`src/hdl/mpt_pkg.sv`:
```
package mpt_pkg;

    localparam int POS_W       = 13;
    localparam int BTN_N       = 3;
    localparam int EV_N        = BTN_N + 1;
    localparam int LEFT_W      = 12;
    localparam int SIZE_W      = 13;
    localparam int QUEUE_DEPTH = 4;
    localparam int PADDR_W     = 4;

    localparam logic [BTN_N-1:0]  BUTTON_MASK    = 3'd7;
    localparam logic [SIZE_W-1:0] RST_WIDTH      = 13'd640;
    localparam logic [SIZE_W-1:0] RST_HEIGHT     = 13'd480;

    typedef enum logic [1:0] {
        REG_LEFT   = 2'd0,
        REG_TOP    = 2'd1,
        REG_WIDTH  = 2'd2,
        REG_HEIGHT = 2'd3
    } t_reg_idx;

    typedef enum logic {
        EV_MOTION = 1'b0,
        EV_BUTTON = 1'b1
    } t_evt_kind;

    typedef struct packed {
        logic [LEFT_W-1:0] left;
        logic [LEFT_W-1:0] top;
        logic [SIZE_W-1:0] width;
        logic [SIZE_W-1:0] height;
    } t_bounds;

    // bit 0 of evmask is motion, bit i+1 is button i
    typedef struct packed {
        logic [EV_N-1:0]  evmask;
        logic [BTN_N-1:0] btn;
        logic [POS_W-1:0] pos_x;
        logic [POS_W-1:0] pos_y;
    } t_cmd;

endpackage

```
`src/hdl/mpt_if.sv`:
```
interface mpt_in_if;
    logic              valid;
    logic              ready;
    logic [7:0]        button_byte;
    logic signed [7:0] delta_x;
    logic signed [7:0] delta_y;

    modport source (output valid, button_byte, delta_x, delta_y, input ready);
    modport sink   (input valid, button_byte, delta_x, delta_y, output ready);
endinterface

interface mpt_out_if;
    logic                      valid;
    logic                      ready;
    logic                      event_kind;
    logic [1:0]                button_index;
    logic                      button_pressed;
    logic [mpt_pkg::POS_W-1:0] position_x;
    logic [mpt_pkg::POS_W-1:0] position_y;
    logic                      last;

    modport source (output valid, event_kind, button_index, button_pressed,
                    position_x, position_y, last, input ready);
    modport sink   (input valid, event_kind, button_index, button_pressed,
                    position_x, position_y, last, output ready);
endinterface

```
`src/hdl/mouse_pointer_tracker_top.sv`:
```
// Mouse pointer tracker.
// i_pkt takes one three-byte mouse packet per word (valid/ready). The pointer
// is moved by the signed deltas (Y subtracted), clamped to the bound rectangle
// set over the APB port, and the button bits are compared with the last ones.
// o_evt gives one word per event: a motion event when the position changed,
// then one button event per changed button, left to middle; last marks the
// final word of a packet. A packet that changes nothing gives no word.
// The first event of a packet passes the command queue, the pending-event
// register and the output register. Packets are accepted one per cycle, while
// the queue has room, into a four-word command queue; the event stage drains
// it at one event per cycle while o_evt is not stalled.
// A stalled o_evt holds its word; packets keep entering until the queue fills.
// Reset puts the pointer at (0,0), clears the buttons and the queue, and loads
// bounds left=0, top=0, width=640, height=480. Write bounds only when idle.
module mouse_pointer_tracker_top #(
    parameter int COORD_BITS = 13
) (
    input  logic                        i_clk,
    input  logic                        i_rst_n,
    mpt_in_if.sink                      i_pkt,
    mpt_out_if.source                   o_evt,
    input  logic                        psel,
    input  logic                        penable,
    input  logic                        pwrite,
    input  logic [mpt_pkg::PADDR_W-1:0] paddr,
    input  logic [31:0]                 pwdata,
    output logic [31:0]                 prdata,
    output logic                        pready
);
    import mpt_pkg::*;

    t_bounds  r_bounds;
    t_cmd     q_in;
    t_cmd     q_head;
    logic     q_push;
    logic     q_pop;
    logic     q_full;
    logic     q_empty;
    t_reg_idx reg_idx;
    logic     wr_en;

    assign pready  = 1'b1;
    assign reg_idx = t_reg_idx'(paddr[3:2]);
    assign wr_en   = psel && penable && pwrite && pready;

    always_ff @(posedge i_clk) begin
        if (!i_rst_n) begin
            r_bounds.left   <= '0;
            r_bounds.top    <= '0;
            r_bounds.width  <= RST_WIDTH;
            r_bounds.height <= RST_HEIGHT;
        end else if (wr_en) begin
            case (reg_idx)
                REG_LEFT:   r_bounds.left   <= pwdata[LEFT_W-1:0];
                REG_TOP:    r_bounds.top    <= pwdata[LEFT_W-1:0];
                REG_WIDTH:  r_bounds.width  <= pwdata[SIZE_W-1:0];
                REG_HEIGHT: r_bounds.height <= pwdata[SIZE_W-1:0];
                default:    r_bounds        <= r_bounds;
            endcase
        end
    end

    always_comb begin
        case (reg_idx)
            REG_LEFT:   prdata = 32'(r_bounds.left);
            REG_TOP:    prdata = 32'(r_bounds.top);
            REG_WIDTH:  prdata = 32'(r_bounds.width);
            REG_HEIGHT: prdata = 32'(r_bounds.height);
            default:    prdata = '0;
        endcase
    end

    mpt_front #(
        .COORD_BITS (COORD_BITS)
    ) u_front (
        .i_clk    (i_clk),
        .i_rst_n  (i_rst_n),
        .i_pkt    (i_pkt),
        .i_bounds (r_bounds),
        .i_q_full (q_full),
        .o_q_push (q_push),
        .o_cmd    (q_in)
    );

    mpt_fifo u_queue (
        .i_clk   (i_clk),
        .i_rst_n (i_rst_n),
        .i_push  (q_push),
        .i_data  (q_in),
        .i_pop   (q_pop),
        .o_head  (q_head),
        .o_full  (q_full),
        .o_empty (q_empty)
    );

    mpt_back u_back (
        .i_clk     (i_clk),
        .i_rst_n   (i_rst_n),
        .i_head    (q_head),
        .i_q_empty (q_empty),
        .o_q_pop   (q_pop),
        .o_evt     (o_evt)
    );

    a_no_overflow: assert property (@(posedge i_clk) disable iff (!i_rst_n)
        q_push |-> !q_full)
        else $error("command queue overflow");

    a_no_underflow: assert property (@(posedge i_clk) disable iff (!i_rst_n)
        q_pop |-> !q_empty)
        else $error("command queue underflow");

    a_motion_clean: assert property (@(posedge i_clk) disable iff (!i_rst_n)
        (o_evt.valid && (o_evt.event_kind == EV_MOTION))
        |-> (o_evt.button_index == 2'd0) && !o_evt.button_pressed)
        else $error("motion event carries button data");

    a_idle_after_reset: assert property (@(posedge i_clk)
        !i_rst_n |=> !o_evt.valid && !q_pop)
        else $error("activity right after reset");

endmodule

```
`src/hdl/mpt_front.sv`:
```
module mpt_front #(
    parameter int COORD_BITS = 13
) (
    input  logic             i_clk,
    input  logic             i_rst_n,
    mpt_in_if.sink           i_pkt,
    input  mpt_pkg::t_bounds i_bounds,
    input  logic             i_q_full,
    output logic             o_q_push,
    output mpt_pkg::t_cmd    o_cmd
);
    import mpt_pkg::*;

    localparam int CW = ((COORD_BITS > 14) ? COORD_BITS : 14) + 2;
    localparam logic signed [CW-1:0] CMAX = CW'((2 ** COORD_BITS) - 1);

    logic [COORD_BITS-1:0] r_col, n_col;
    logic [COORD_BITS-1:0] r_row, n_row;
    logic [BTN_N-1:0]      r_btn, n_btn;
    logic                  accept;
    logic                  moved;
    logic [BTN_N-1:0]      changed;
    logic [POS_W+COORD_BITS-1:0] ext_x, ext_y;

    function automatic logic [COORD_BITS-1:0] clamp_axis(
        input logic signed [CW-1:0] v,
        input logic [LEFT_W-1:0]    low,
        input logic [SIZE_W-1:0]    size
    );
        logic signed [CW-1:0] lo;
        logic signed [CW-1:0] hi;
        logic signed [CW-1:0] r;
        lo = signed'(CW'(low));
        hi = lo + signed'(CW'((size == '0) ? SIZE_W'(1) : size)) - CW'(1);
        if (lo > CMAX) lo = CMAX;
        if (hi > CMAX) hi = CMAX;
        r = v;
        if (r < lo) r = lo;
        if (r > hi) r = hi;
        return r[COORD_BITS-1:0];
    endfunction

    assign i_pkt.ready = !i_q_full;
    assign accept      = i_pkt.valid && i_pkt.ready;

    always_comb begin
        n_col = clamp_axis(signed'(CW'(r_col)) + CW'(i_pkt.delta_x),
                           i_bounds.left, i_bounds.width);
        n_row = clamp_axis(signed'(CW'(r_row)) - CW'(i_pkt.delta_y),
                           i_bounds.top, i_bounds.height);
        n_btn = i_pkt.button_byte[BTN_N-1:0] & BUTTON_MASK;
    end

    assign moved   = (n_col != r_col) || (n_row != r_row);
    assign changed = n_btn ^ r_btn;

    // position fields carry the low POS_W bits, zero-extended when narrower
    assign ext_x = {{POS_W{1'b0}}, n_col};
    assign ext_y = {{POS_W{1'b0}}, n_row};

    always_comb begin
        o_cmd.evmask = {changed, moved};
        o_cmd.btn    = n_btn;
        o_cmd.pos_x  = ext_x[POS_W-1:0];
        o_cmd.pos_y  = ext_y[POS_W-1:0];
    end

    // drop packets that change nothing
    assign o_q_push = accept && (moved || (changed != '0));

    always_ff @(posedge i_clk) begin
        if (!i_rst_n) begin
            r_col <= '0;
            r_row <= '0;
            r_btn <= '0;
        end else if (accept) begin
            r_col <= n_col;
            r_row <= n_row;
            r_btn <= n_btn;
        end
    end

endmodule

```
`src/hdl/mpt_fifo.sv`:
```
module mpt_fifo (
    input  logic          i_clk,
    input  logic          i_rst_n,
    input  logic          i_push,
    input  mpt_pkg::t_cmd i_data,
    input  logic          i_pop,
    output mpt_pkg::t_cmd o_head,
    output logic          o_full,
    output logic          o_empty
);
    import mpt_pkg::*;

    localparam int PTR_W = $clog2(QUEUE_DEPTH);

    t_cmd             r_mem [QUEUE_DEPTH];
    logic [PTR_W-1:0] r_wptr;
    logic [PTR_W-1:0] r_rptr;
    logic [PTR_W:0]   r_count;
    logic             do_push;
    logic             do_pop;

    assign o_full  = (r_count == (PTR_W+1)'(QUEUE_DEPTH));
    assign o_empty = (r_count == '0);
    assign o_head  = r_mem[r_rptr];
    assign do_push = i_push && !o_full;
    assign do_pop  = i_pop && !o_empty;

    always_ff @(posedge i_clk) begin
        if (do_push) begin
            r_mem[r_wptr] <= i_data;
        end
    end

    always_ff @(posedge i_clk) begin
        if (!i_rst_n) begin
            r_wptr  <= '0;
            r_rptr  <= '0;
            r_count <= '0;
        end else begin
            if (do_push) r_wptr <= r_wptr + PTR_W'(1);
            if (do_pop)  r_rptr <= r_rptr + PTR_W'(1);
            case ({do_push, do_pop})
                2'b10:   r_count <= r_count + (PTR_W+1)'(1);
                2'b01:   r_count <= r_count - (PTR_W+1)'(1);
                default: r_count <= r_count;
            endcase
        end
    end

endmodule

```
`src/hdl/mpt_back.sv`:
```
module mpt_back (
    input  logic          i_clk,
    input  logic          i_rst_n,
    input  mpt_pkg::t_cmd i_head,
    input  logic          i_q_empty,
    output logic          o_q_pop,
    mpt_out_if.source     o_evt
);
    import mpt_pkg::*;

    localparam int SEL_W = $clog2(EV_N);

    t_cmd             r_cur;
    logic [EV_N-1:0]  r_pend, n_pend;
    logic             r_ovalid;
    logic             r_kind;
    logic [1:0]       r_idx;
    logic             r_pressed;
    logic [POS_W-1:0] r_px, r_py;
    logic             r_last;

    logic [SEL_W-1:0] sel;
    logic [EV_N-1:0]  rest;
    logic             adv;
    logic [1:0]       btn_idx;

    // lowest pending event goes first: motion, then buttons 0..2
    always_comb begin
        sel = '0;
        for (int i = EV_N - 1; i >= 0; i--) begin
            if (r_pend[i]) sel = SEL_W'(i);
        end
    end

    assign rest    = r_pend & ~(EV_N'(1) << sel);
    assign adv     = (r_pend != '0) && (!r_ovalid || o_evt.ready);
    assign btn_idx = 2'(sel - SEL_W'(1));
    assign o_q_pop = !i_q_empty && ((r_pend == '0) || (adv && (rest == '0)));

    always_comb begin
        if (o_q_pop) begin
            n_pend = i_head.evmask;
        end else if (adv) begin
            n_pend = rest;
        end else begin
            n_pend = r_pend;
        end
    end

    always_ff @(posedge i_clk) begin
        if (!i_rst_n) begin
            r_pend   <= '0;
            r_ovalid <= 1'b0;
        end else begin
            r_pend <= n_pend;
            if (adv) begin
                r_ovalid <= 1'b1;
            end else if (o_evt.ready) begin
                r_ovalid <= 1'b0;
            end
        end
    end

    always_ff @(posedge i_clk) begin
        if (o_q_pop) begin
            r_cur <= i_head;
        end
        if (adv) begin
            if (sel == '0) begin
                r_kind    <= EV_MOTION;
                r_idx     <= '0;
                r_pressed <= 1'b0;
            end else begin
                r_kind    <= EV_BUTTON;
                r_idx     <= btn_idx;
                r_pressed <= r_cur.btn[btn_idx];
            end
            r_px   <= r_cur.pos_x;
            r_py   <= r_cur.pos_y;
            r_last <= (rest == '0);
        end
    end

    assign o_evt.valid          = r_ovalid;
    assign o_evt.event_kind     = r_kind;
    assign o_evt.button_index   = r_idx;
    assign o_evt.button_pressed = r_pressed;
    assign o_evt.position_x     = r_px;
    assign o_evt.position_y     = r_py;
    assign o_evt.last           = r_last;

endmodule
```
`src/flat_wrapper.sv`:
```
// flat-port wrapper written by rule: the top's interface ports become plain ports
module mouse_pointer_tracker_top_flat import mpt_pkg::*;
#(
    parameter int COORD_BITS = 13
)
  (i_clk, i_rst_n, psel, penable, pwrite, paddr, pwdata, prdata, pready, i_pkt_valid, i_pkt_button_byte, i_pkt_delta_x, i_pkt_delta_y, i_pkt_ready, o_evt_valid, o_evt_event_kind, o_evt_button_index, o_evt_button_pressed, o_evt_position_x, o_evt_position_y, o_evt_last, o_evt_ready);
  mpt_in_if i_pkt_i ();
  mpt_out_if o_evt_i ();
  input  logic i_clk;
  input  logic i_rst_n;
  input  logic psel;
  input  logic penable;
  input  logic pwrite;
  input  logic [mpt_pkg::PADDR_W-1:0] paddr;
  input  logic [31:0] pwdata;
  output logic [31:0] prdata;
  output logic pready;
  input wire logic [$bits(i_pkt_i.valid)-1:0] i_pkt_valid;
  input wire logic [$bits(i_pkt_i.button_byte)-1:0] i_pkt_button_byte;
  input wire logic [$bits(i_pkt_i.delta_x)-1:0] i_pkt_delta_x;
  input wire logic [$bits(i_pkt_i.delta_y)-1:0] i_pkt_delta_y;
  output wire logic [$bits(i_pkt_i.ready)-1:0] i_pkt_ready;
  output wire logic [$bits(o_evt_i.valid)-1:0] o_evt_valid;
  output wire logic [$bits(o_evt_i.event_kind)-1:0] o_evt_event_kind;
  output wire logic [$bits(o_evt_i.button_index)-1:0] o_evt_button_index;
  output wire logic [$bits(o_evt_i.button_pressed)-1:0] o_evt_button_pressed;
  output wire logic [$bits(o_evt_i.position_x)-1:0] o_evt_position_x;
  output wire logic [$bits(o_evt_i.position_y)-1:0] o_evt_position_y;
  output wire logic [$bits(o_evt_i.last)-1:0] o_evt_last;
  input wire logic [$bits(o_evt_i.ready)-1:0] o_evt_ready;
  assign i_pkt_i.valid = i_pkt_valid;
  assign i_pkt_i.button_byte = i_pkt_button_byte;
  assign i_pkt_i.delta_x = i_pkt_delta_x;
  assign i_pkt_i.delta_y = i_pkt_delta_y;
  assign i_pkt_ready = i_pkt_i.ready;
  assign o_evt_valid = o_evt_i.valid;
  assign o_evt_event_kind = o_evt_i.event_kind;
  assign o_evt_button_index = o_evt_i.button_index;
  assign o_evt_button_pressed = o_evt_i.button_pressed;
  assign o_evt_position_x = o_evt_i.position_x;
  assign o_evt_position_y = o_evt_i.position_y;
  assign o_evt_last = o_evt_i.last;
  assign o_evt_i.ready = o_evt_ready;
  mouse_pointer_tracker_top #(.COORD_BITS(COORD_BITS)) u_core (.i_clk(i_clk), .i_rst_n(i_rst_n), .i_pkt(i_pkt_i), .o_evt(o_evt_i), .psel(psel), .penable(penable), .pwrite(pwrite), .paddr(paddr), .pwdata(pwdata), .prdata(prdata), .pready(pready));
endmodule
```
`config.mk`:
```
export PLATFORM = sky130hd
export DESIGN_NAME = mouse_pointer_tracker_top_flat
export DESIGN_NICKNAME = d
export VERILOG_FILES = /design/src/hdl/mpt_pkg.sv /design/src/hdl/mpt_if.sv /design/src/hdl/mouse_pointer_tracker_top.sv /design/src/hdl/mpt_front.sv /design/src/hdl/mpt_fifo.sv /design/src/hdl/mpt_back.sv /design/src/flat_wrapper.sv
export SDC_FILE = /design/constraint.sdc
export NUM_CORES = 1
export LEC_CHECK = 0
export ABC_CLOCK_PERIOD_IN_PS = 26800
export BUFFER_PORTS_ARGS = -buffer_cell sky130_fd_sc_hd__buf_2
export CAP_MARGIN = 5
export CORE_ASPECT_RATIO = 2
export CORE_UTILIZATION = 30
export DETAILED_ROUTE_END_ITERATION = 7
export PLACE_DENSITY_LB_ADDON = 0.15
export SLEW_MARGIN = 0
export SYNTH_ARGS = -nofsm -noshare
export SYNTH_HDL_FRONTEND = slang
export SYNTH_SLANG_ARGS = --single-unit
```
`constraint.sdc`:
```
create_clock -name i_clk -period 26.8 [get_ports i_clk]
set_clock_uncertainty 0.15 [all_clocks]
set_input_delay 2.68 -clock i_clk [delete_from_list [all_inputs] [get_ports i_clk]]
set_output_delay 2.68 -clock i_clk [all_outputs]
set_load 0.01 [all_outputs]
```
# --- Word-level counts from Yosys, hierarchy flattened ---
# Memories as Yosys holds them, arrays and structs flattened. A register that Yosys moved wholly into a read port is not among the register bits.
# Index checks and enable logic that the tools add are counted.
op_classes:
  reduce_logical: 32
  order_cmp: 7
  n_bitwise: 3
  n_eq_ne: 8
  n_addsub: 11
  muxes: 25
  shift: 1
op_table:
  columns: ["cell", "n"]
  rows:
  - ["$pmux 32 s4", 1]
  - ["$mux 16", 4]
  - ["$mux 13", 4]
  - ["$gt 16x16->1", 2]
  - ["$gt 15x14->1 const B", 2]
  - ["$lt 15x13->1", 2]
  - ["$sub 14x1->15 const B", 2]
  - ["$add 12x13->14", 2]
  - ["$logic_not 13->1", 2]
  - ["$ne 13x13->1", 2]
  - ["$add 14x8->15", 1]
  - ["$sub 14x8->15", 1]
  - ["$mux 2", 6]
  - ["$logic_and 1x1->1", 9]
  - ["$logic_not 4->1", 2]
  - ["$mux 4", 2]
  - ["$reduce_and 2->1", 4]
  - ["$eq 2x2->1 const B", 3]
  - ["$mux 1", 6]
  - ["$pmux 3 s2", 1]
  - ["$reduce_bool 2->1", 3]
  - ["$add 2x1->2 const B", 2]
  - ["$and 4x4->4", 1]
  - ["$eq 2x1->1 const B", 2]
  - ["other kinds (15)", 21]
word_totals:
  out_inout_bits: 66
  wordCells: 109
  ram_bits: 132
  in_bits: 67
  regBits: 151
  memories: 1
memory_table:
  columns: ["name", "depth", "word_bits", "read_ports", "rd_ports_with_merged_regs", "write_ports", "line", "rtl"]
  rows:
  - ["u_core.u_queue.r_mem", 4, 33, 1, 1, 1, "mpt_fifo.sv:15", "t_cmd r_mem [QUEUE_DEPTH];"]

# --- Longest topological paths before layout ---
# Gate-level depths: netlist of the first run.
depth:
  ltp_word: 15
  depth_mapped: 42
  ltp_nobuf: 40

# --- By module ---
# Synthesis of the first run repeated with hierarchy kept, for this count alone.
hier_totals:
  hier_cells: 1593
  area_unflattened_um2: 17185.2
by_module_without_submodules:
  columns: ["mod", "area_per_inst_um2", "cells_each", "seq_area_each_um2", "n_inst"]
  rows:
  - ["mpt_front", 7385.8, 1035, 580.6, 1]
  - ["mpt_fifo", 5291.3, 227, 4144.0, 1]
  - ["mouse_pointer_tracker_top", 2357.3, 226, 1001.0, 1]
  - ["mpt_back", 2150.8, 105, 1901.8, 1]

# --- Worst setup path before layout of the first run ---
# Ideal clock, no wire load.
synth_path:
  path_type: "input to register"
  startpoint: "in i_pkt_delta_x[0]"
  endpoint: "reg u_core.u_queue.r_count[2]"
  path_buffers: 2
  t_arrival_ns: 10.485
  t_required_ns: 26.580
  path_stages: 37
  path_slack_ns: 16.095
  path_cell_list: "ha_1 inv_1 fa_1 inv_1 ha_1 a21o_1 a21o_1 a21o_1 a21o_1 a21o_1 a21oi_1 nor2b_1 o21ai_0 nand2_1 o2111ai_1 and3_1 ha_1 inv_1 clkbuf_1 mux2_2 ha_1 nand4_1 or4_1 o211ai_1 a21oi_1 buf_2 o41a_1 a2111oi_0 o2111ai_1 or4_4 o41ai_4 ha_1 inv_1 fa_1 xor2_1 or3_1 a21oi_1"
synth_rtl:
  columns: ["item", "line", "rtl"]
  rows:
  - ["from (decl)", "flat_wrapper.sv:20", "input wire logic [$bits(i_pkt_i.delta_x)-1:0] i_pkt_delta_x;"]
  - ["to (signal assigned)", "mpt_fifo.sv:43", "2'b10: r_count <= r_count + (PTR_W+1)'(1);"]
  - ["to (signal assigned)", "mpt_fifo.sv:44", "2'b01: r_count <= r_count - (PTR_W+1)'(1);"]
  - ["to (signal assigned)", "mpt_fifo.sv:45", "default: r_count <= r_count;"]
  - ["to (decl)", "mpt_fifo.sv:18", "logic [PTR_W:0] r_count;"]

==> impl_metrics.py, run 1 <==
metrics = {
    "worst_setup_path": {
        "worstPathRequired_ps": 27130,
        "cp_slowest_stage_delay_ps": 770,
        "crit_type": "input pin to flip-flop",
        "cpLargestDelayFamily": "compound AO/OA/AOI/OAI gates",
        "crit_top_cell": "ha_1",
        "crit_path_max_fanout": 25,
        "end_kind": "flip-flop",
        "cp-start-kind": "input pin",
        "path_buf_inv": 5,
        "rr_startpoint": "u_core.u_front.r_row[1]$_SDFFE_PN0P_",
        "startpoint": "i_pkt_delta_y[1]",
        "arrival_ps": 13130,
        "slowest_stage": "ha_1",
    },
    "flow_run": {
        "maxCapViolCount": 0,
    },
    "placed_design": {
        "gp_congestion": 0.841,
        "numPortBuffers": 86,
        "numPlacedInstances": 2217,
        "place_ws_ps": 13390,
        "dp_hpwl_um": 35400,
    },
    "clock_network": {
        "cts_buffer_depth": 3,
        "numCtsBuffers": 27,
        "clk_latency_ps": 570,
        "path_clk_slew_ps": 70,
        "cts_hold_buf": 0,
        "post_cts_buffers": 0,
        "clockRootBuffer": "clkbuf_16",
        "htreeDepth": 1,
        "cts.sinks": 285,
        "cts_tree": "yes",
        "cts_resized": 0,
    },
    "die": {
        "io_pins": 133,
        "initial_core_util": 0.304,
        "die_area_sq_um": 55300,
        "rows": 120,
        "die_h_um": 332,
        "core-area_sq_um": 53600,
        "fp.dieW_um": 167,
    },
    "route": {
        "vias": 11300,
        "antenna_left": 0,
        "wl_per_cell_um": 19.9,
        "remaining_drc_errors": 0,
        "drtIter0Drc": 475,
        "wl_um": 45100,
        "vias_per_cell": 4.98,
        "drt_pre_antenna_iters": 5,
    },
    "sta": {
        "slew_headroom": 0.394,
        "fin_crit_sh": 0.478,
        "post-route-min-period_ps": 12810,
        "finalWorstSetupSlack_ps": 13990,
        "fmax_mhz": 78.1,
        "whs_ps": 267,
        "drv_slew": 0,
        "rsz0062_at_grt": "false",
        "fin_tns_setup_ps": 0,
        "hold_viol_final": 0,
        "setup_viol": 0,
        "worst_slew_pin_slew_ps": 908,
    },
    "cells_and_area": {
        "n_fill_cell": 5348,
        "area_growth_pct": 12.7,
        "drive_above_1_share": 0.146,
        "diodes": 0,
        "final-seq-area_sq_um": 7630,
        "layout_common_cells": "192 x edfxtp_1, 151 x inv_1, 147 x nand2_1",
        "multiInputGateArea_sq_um": 7850,
        "final_nets": 1787,
        "final_common_cell": "edfxtp_1",
        "stdcell_count": 2267,
    },
    "synthesis": {
        "syn_area_sq_um": 16300,
        "synth-seq-cells": 285,
        "synth_area_leaders": "edfxtp_1 35%, dfxtp_1 11%, ha_1 11%, mux4_2 6.2%, a21oi_1 4.0%",
        "synth_cell_types": 85,
        "postSynthCellCount": 1499,
        "seq_area_frac_synth": 0.468,
        "synth_top_area_cell": "edfxtp_1",
        "async_reset_ff_frac": 0,
        "syn_area_per_cell_sq_um": 10.9,
        "dominantRegCellSynth": "edfxtp_1",
        "synth_edf_count": 192,
        "ys_warn_count": 0,
        "synth_top_area_frac": 0.354,
    },
    "pwr": {
        "cellPowerDensity_nw_per_um2": 121,
        "ir_worst_vdd_v": 0.0000491,
        "p_leak_nw": 7.13,
    },
    "global_route": {
        "antenna_found_initial": 0,
        "grt_max_degree": 44,
        "overflow": 0,
        "grt_pass1_vias": 11600,
        "track_usage": 0.164,
        "grt_pass1_wl_um": 69100,
    },
    "worst_hold_path": {
        "hp-start": "u_core.u_back.r_cur[23]$_DFFE_PP_",
        "hold_class": "flip-flop to flip-flop",
    },
    "outcome": {
        "status": "finished, final reports clean",
    },
}
sequential cells by signal, indices dropped and copies added, names as in the netlist, 2 cells and up, named ones only:
name                              flops
u_core.r_bounds                      50
u_core.u_back.o_evt.button_index      2
u_core.u_back.o_evt.position_x       13
u_core.u_back.o_evt.position_y       13
u_core.u_back.r_cur                  29
u_core.u_back.r_pend                  4
u_core.u_front.r_btn                  3
u_core.u_front.r_col                 13
u_core.u_front.r_row                 13
u_core.u_queue.r_count                3
u_core.u_queue.r_mem                132
u_core.u_queue.r_rptr                 2
u_core.u_queue.r_wptr                 2
per-layer routing:
layer	global-route usage	vias up	part of all wire
li1	-	5506	-
met1	0.169	5502	0.37
met2	0.328	219	0.56
met3	0.0141	73	0.025
met4	0.0743	0	0.042
met5	0	-	0
layout make-up:
type                    instances  area share
clock buffers                  37      0.0399
flip-flops and latches        285       0.415
multi-input cells            1007       0.428
inverters                     153      0.0313
clock inverters                13      0.0105
well taps                     671      0.0457
repair buffers                101      0.0296
stage by stage:
stage                     utilization  total power, mW  area, sq um
after global placement          0.325             1.81        17400
after detailed placement        0.325             1.84        17400
after floorplan                     -             1.48        16400
after CTS                       0.343             2.25        18400
after global routing            0.343             2.37        18400
final                           0.343             2.22        18400
path summary, 6_finish.rpt:
path | to | slack [ps] | cells past startpoint
max | u_core.u_queue.r_count[2]$_SDFFE_PN0P_ | 13990 | 36
min | u_core.u_back.o_evt.position_x[10]$_DFFE_PP_ | 270 | 0
max reg2reg | u_core.u_queue.r_count[2]$_SDFFE_PN0P_ | 15750 | 34
min reg2reg | u_core.u_back.o_evt.position_x[10]$_DFFE_PP_ | 270 | 0
cell families (layout without fill, tap and decap cells):
logic type                 after synthesis  count (layout)  share of synthesized area
AOI/OAI and AO/OA                      303             303                      0.125
xor gates and xnor gates                69              69                     0.0371
adders and majority gates              145             145                      0.114
buffers and inverters                  225             304                     0.0577
DFF                                    285             285                      0.468
muxes                                  101             101                     0.0975
other                                    2              20                   0.000461
and+or+nand+nor                        369             369                      0.101
power by group:
part	switching [mW]	internal, mW	total [mW]
Clock	0.172	0.232	0.405
Combinational	0.670	0.380	1.05
Sequential	0.0568	0.706	0.763
Total	0.899	1.32	2.22
worst register-to-register path, delay by kind of cell (launching register included):
kind	cells	cell delay, ps
compound gates	11	3960
xor+xnor	3	680
fa+ha+maj	6	2350
buf+inv	3	250
flops	1	520
mux	1	300
simple gates	10	2740
cells in the mapped netlist, types with 4 or more instances:
cell type	instances
fa_1	5
nand3_1	11
and3_1	9
mux2_2	12
and2_1	8
a31oi_1	7
o21ai_0	33
o211ai_1	14
xor2_1	31
o21a_1	8
nor2b_1	19
inv_1	152
buf_4	22
a21oi_1	131
nor2_1	121
nand2b_1	8
ha_1	140
nor4_1	6
o22ai_1	4
a21o_1	21
dfxtp_1	93
o2111ai_1	4
nor3_1	10
xnor2_1	38
buf_2	4
o221ai_1	4
a221oi_1	6
nand4_1	13
buf_1	10
nand2_1	147
mux2i_1	44
a211oi_1	16
mux4_2	45
o21bai_1	5
clkbuf_1	35
edfxtp_1	192
Power figures use the tool's default switching activity.
==> run 2: changes to the inputs <==
--- a/config.mk
+++ b/config.mk
@@ -5,7 +5,8 @@
 export SDC_FILE = /design/constraint.sdc
 export NUM_CORES = 1
 export LEC_CHECK = 0
-export ABC_CLOCK_PERIOD_IN_PS = 26800
+export ABC_AREA = 1
+export ABC_CLOCK_PERIOD_IN_PS = 12950
 export BUFFER_PORTS_ARGS = -buffer_cell sky130_fd_sc_hd__buf_2
 export CAP_MARGIN = 5
 export CORE_ASPECT_RATIO = 2
==> constraint.sdc (replaced) <==
create_clock -name i_clk -period 12.95 [get_ports i_clk]
set_clock_uncertainty 0.15 [all_clocks]
set_input_delay 1.295 -clock i_clk [delete_from_list [all_inputs] [get_ports i_clk]]
set_output_delay 1.295 -clock i_clk [all_outputs]
set_load 0.01 [all_outputs]
==> run 2 against run 1 <==
  * Setup slack lost 10000 ps
  * Die area grew 3.6%
  * Non-clock buffer count shrank 4
  * Routed wire length grew 8.2%
  * Register-to-register slack lost 12000 ps
  * First-iteration DRC count grew 1.9%
  * Sequential power grew 93%
  * Synthesized cell count grew 35%
  * Utilization shrank 0.064 points
  * Clock power grew 110%
==> impl_metrics.py, run 2 <==
metrics = {
    "outcome": {
        "status": "finished, final reports clean",
    },
    "global_route": {
        "grt_pass1_wl_um": 74500,
        "grt_max_degree": 68,
        "grt_pass1_vias": 13500,
        "overflow": 0,
        "track_usage": 0.173,
        "antenna_found_initial": 0,
    },
    "route": {
        "wl_per_cell_um": 17.0,
        "drtIter0Drc": 484,
        "vias": 13400,
        "wl_um": 48800,
        "antenna_left": 0,
        "vias_per_cell": 4.69,
        "drt_pre_antenna_iters": 5,
        "remaining_drc_errors": 0,
    },
    "synthesis": {
        "synth_area_leaders": "edfxtp_1 34%, dfxtp_1 11%, ha_1 10%, nand2_1 8.6%, inv_1 7.3%",
        "synth-seq-cells": 285,
        "synth_top_area_frac": 0.342,
        "syn_area_sq_um": 16900,
        "synth.most_common_cell": "nand2_1",
        "synth_edf_count": 192,
        "seq_area_frac_synth": 0.452,
        "postSynthCellCount": 2031,
        "synth_cell_types": 52,
        "async_reset_ff_frac": 0,
        "dominantRegCellSynth": "edfxtp_1",
        "synthTopCellsByCount": "385 x nand2_1, 327 x inv_1, 194 x o21ai_0",
        "ys_warn_count": 0,
        "syn_area_per_cell_sq_um": 8.31,
        "synth_top_area_cell": "edfxtp_1",
    },
    "worst_setup_path": {
        "crit_type": "input pin to flip-flop",
        "end_kind": "flip-flop",
        "worstPathRequired_ps": 13240,
        "r2r_setup_slack_ps": 4080,
        "cp_slowest_stage_delay_ps": 640,
        "arrival_ps": 9610,
        "crit_top_cell": "nand2_1",
        "cp-start-kind": "input pin",
        "slowest_stage": "nand2_1",
        "crit_path_max_fanout": 16,
    },
    "die": {
        "die_h_um": 337,
        "io_pins": 133,
        "initial_core_util": 0.305,
        "fp.dieW_um": 170,
        "rows": 122,
        "die_area_sq_um": 57300,
        "core-area_sq_um": 55400,
    },
    "sta": {
        "fin_tns_setup_ps": 0,
        "drv_slew": 0,
        "post-route-min-period_ps": 9320,
        "fin_crit_sh": 0.720,
        "worst_slew_pin_slew_ps": 1100,
        "hold_viol_final": 0,
        "setup_viol": 0,
        "fmax_mhz": 107,
        "slew_headroom": 0.268,
        "rsz0062_at_grt": "false",
    },
    "clock_network": {
        "cts_hold_buf": 0,
        "cts_resized": 0,
        "post_cts_buffers": 0,
        "path_clk_slew_ps": 60,
        "numCtsBuffers": 28,
        "cts_buffer_depth": 3,
        "clockRootBuffer": "clkbuf_16",
        "clk_latency_ps": 570,
        "cts.sinks": 285,
        "htreeDepth": 1,
        "cts_tree": "yes",
    },
    "pwr": {
        "ir_worst_vdd_v": 0.000108,
        "pwr-share-comb": 0.453,
        "p_leak_nw": 8.61,
        "cellPowerDensity_nw_per_um2": 223,
        "power_frac_clock": 0.197,
        "p_sw_mw": 1.80,
        "internal_power_mw": 2.42,
        "p_sw_frac": 0.427,
        "seqPwrFrac": 0.349,
    },
    "placed_design": {
        "gp_congestion": 0.894,
        "numPortBuffers": 86,
        "dp_hpwl_um": 38100,
        "dpl_cell_area_sq_um": 18000,
    },
    "cells_and_area": {
        "final_nets": 2311,
        "n_fill_cell": 5851,
        "largest_register_ffs": 132,
        "design_area_sq_um": 18900,
        "area_growth_pct": 12.3,
        "final_common_cell": "nand2_1",
        "reg.largest.list": "u_core.u_queue.r_mem (132), u_core.r_bounds (50), u_core.u_back.r_cur (29)",
        "diodes": 0,
        "drive_above_1_share": 0.0957,
        "largest_register": "u_core.u_queue.r_mem",
        "layout_common_cells": "385 x nand2_1, 326 x inv_1, 194 x o21ai_0",
    },
    "flow_run": {
        "maxCapViolCount": 0,
    },
    "worst_hold_path": {
        "hold_class": "flip-flop to flip-flop",
    },
}
[run 2: final cells by class]
| class | count | area [sq um] | share of cell area |
|---|---|---|---|
| clock inverters | 17 | 164 | 0.00865 |
| flip-flops and latches | 285 | 7630 | 0.403 |
| inverters | 329 | 1230 | 0.0652 |
| multi-input cells | 1358 | 7720 | 0.407 |
| well taps | 744 | 931 | 0.0491 |
| clock buffers | 35 | 758 | 0.0400 |
| repair buffers | 97 | 513 | 0.0271 |
[run 2: cells by family after synthesis]
group	synth area share
buffers and inverters	0.0973
AOI/OAI and AO/OA	0.128
other	0.000445
adders and majority gates	0.110
xor gates and xnor gates	0.0166
and+or+nand+nor	0.196
DFF	0.452
[run 2: worst max-delay path, delay by kind of cell]
family,cells,cell delay (ps)
buffers and inverters,5,850
AO/OA/AOI/OAI,9,1410
AND/OR/NAND/NOR,23,3230
XOR/XNOR,1,400
adder cells (fa/ha/maj),7,2400
[run 2: path summary, 6_finish.rpt]
path         cells past startpoint                                 start                                     endpoint
min                              0     u_core.u_back.r_cur[20]$_DFFE_PP_  u_core.u_back.o_evt.position_x[7]$_DFFE_PP_
max reg2reg                     44  u_core.u_front.r_col[0]$_SDFFE_PN0P_       u_core.u_queue.r_count[2]$_SDFFE_PN0P_
min reg2reg                      0     u_core.u_back.r_cur[20]$_DFFE_PP_  u_core.u_back.o_evt.position_x[7]$_DFFE_PP_
max                             45                      i_pkt_delta_x[0]       u_core.u_queue.r_count[2]$_SDFFE_PN0P_
[run 2: stage by stage]
stage,power (mW),worst slack (ps),std cells,hold WS [ps],utilization
6_report,4.22,3630,2865,268,0.342
5_1_grt,4.57,3090,2865,277,0.342
4_1_cts,4.29,3660,2865,270,0.342
3_5_place_dp,3.44,3080,2813,255,0.325
3_3_place_gp,3.39,3160,2813,258,0.325
2_1_floorplan,2.80,4870,2049,250,-
[run 2: per-layer routing]
layer / wire [um] / vias up / global-route usage
li1: - / 6837 / -
met1: 17900 / 6245 / 0.168
met2: 27400 / 279 / 0.355
met3: 1460 / 69 / 0.0155
met4: 2050 / 0 / 0.0795
met5: 0 / - / 0
[run 2: power by group through the flow]
stage	Clock (mW)	Sequential, mW	Combinational [mW]
finish	0.833	1.47	1.91
CTS	0.862	1.48	1.95
global route	0.892	1.50	2.18
floorplan	0	1.50	1.30
detailed placement	0	1.50	1.94
global placement	0	1.49	1.90
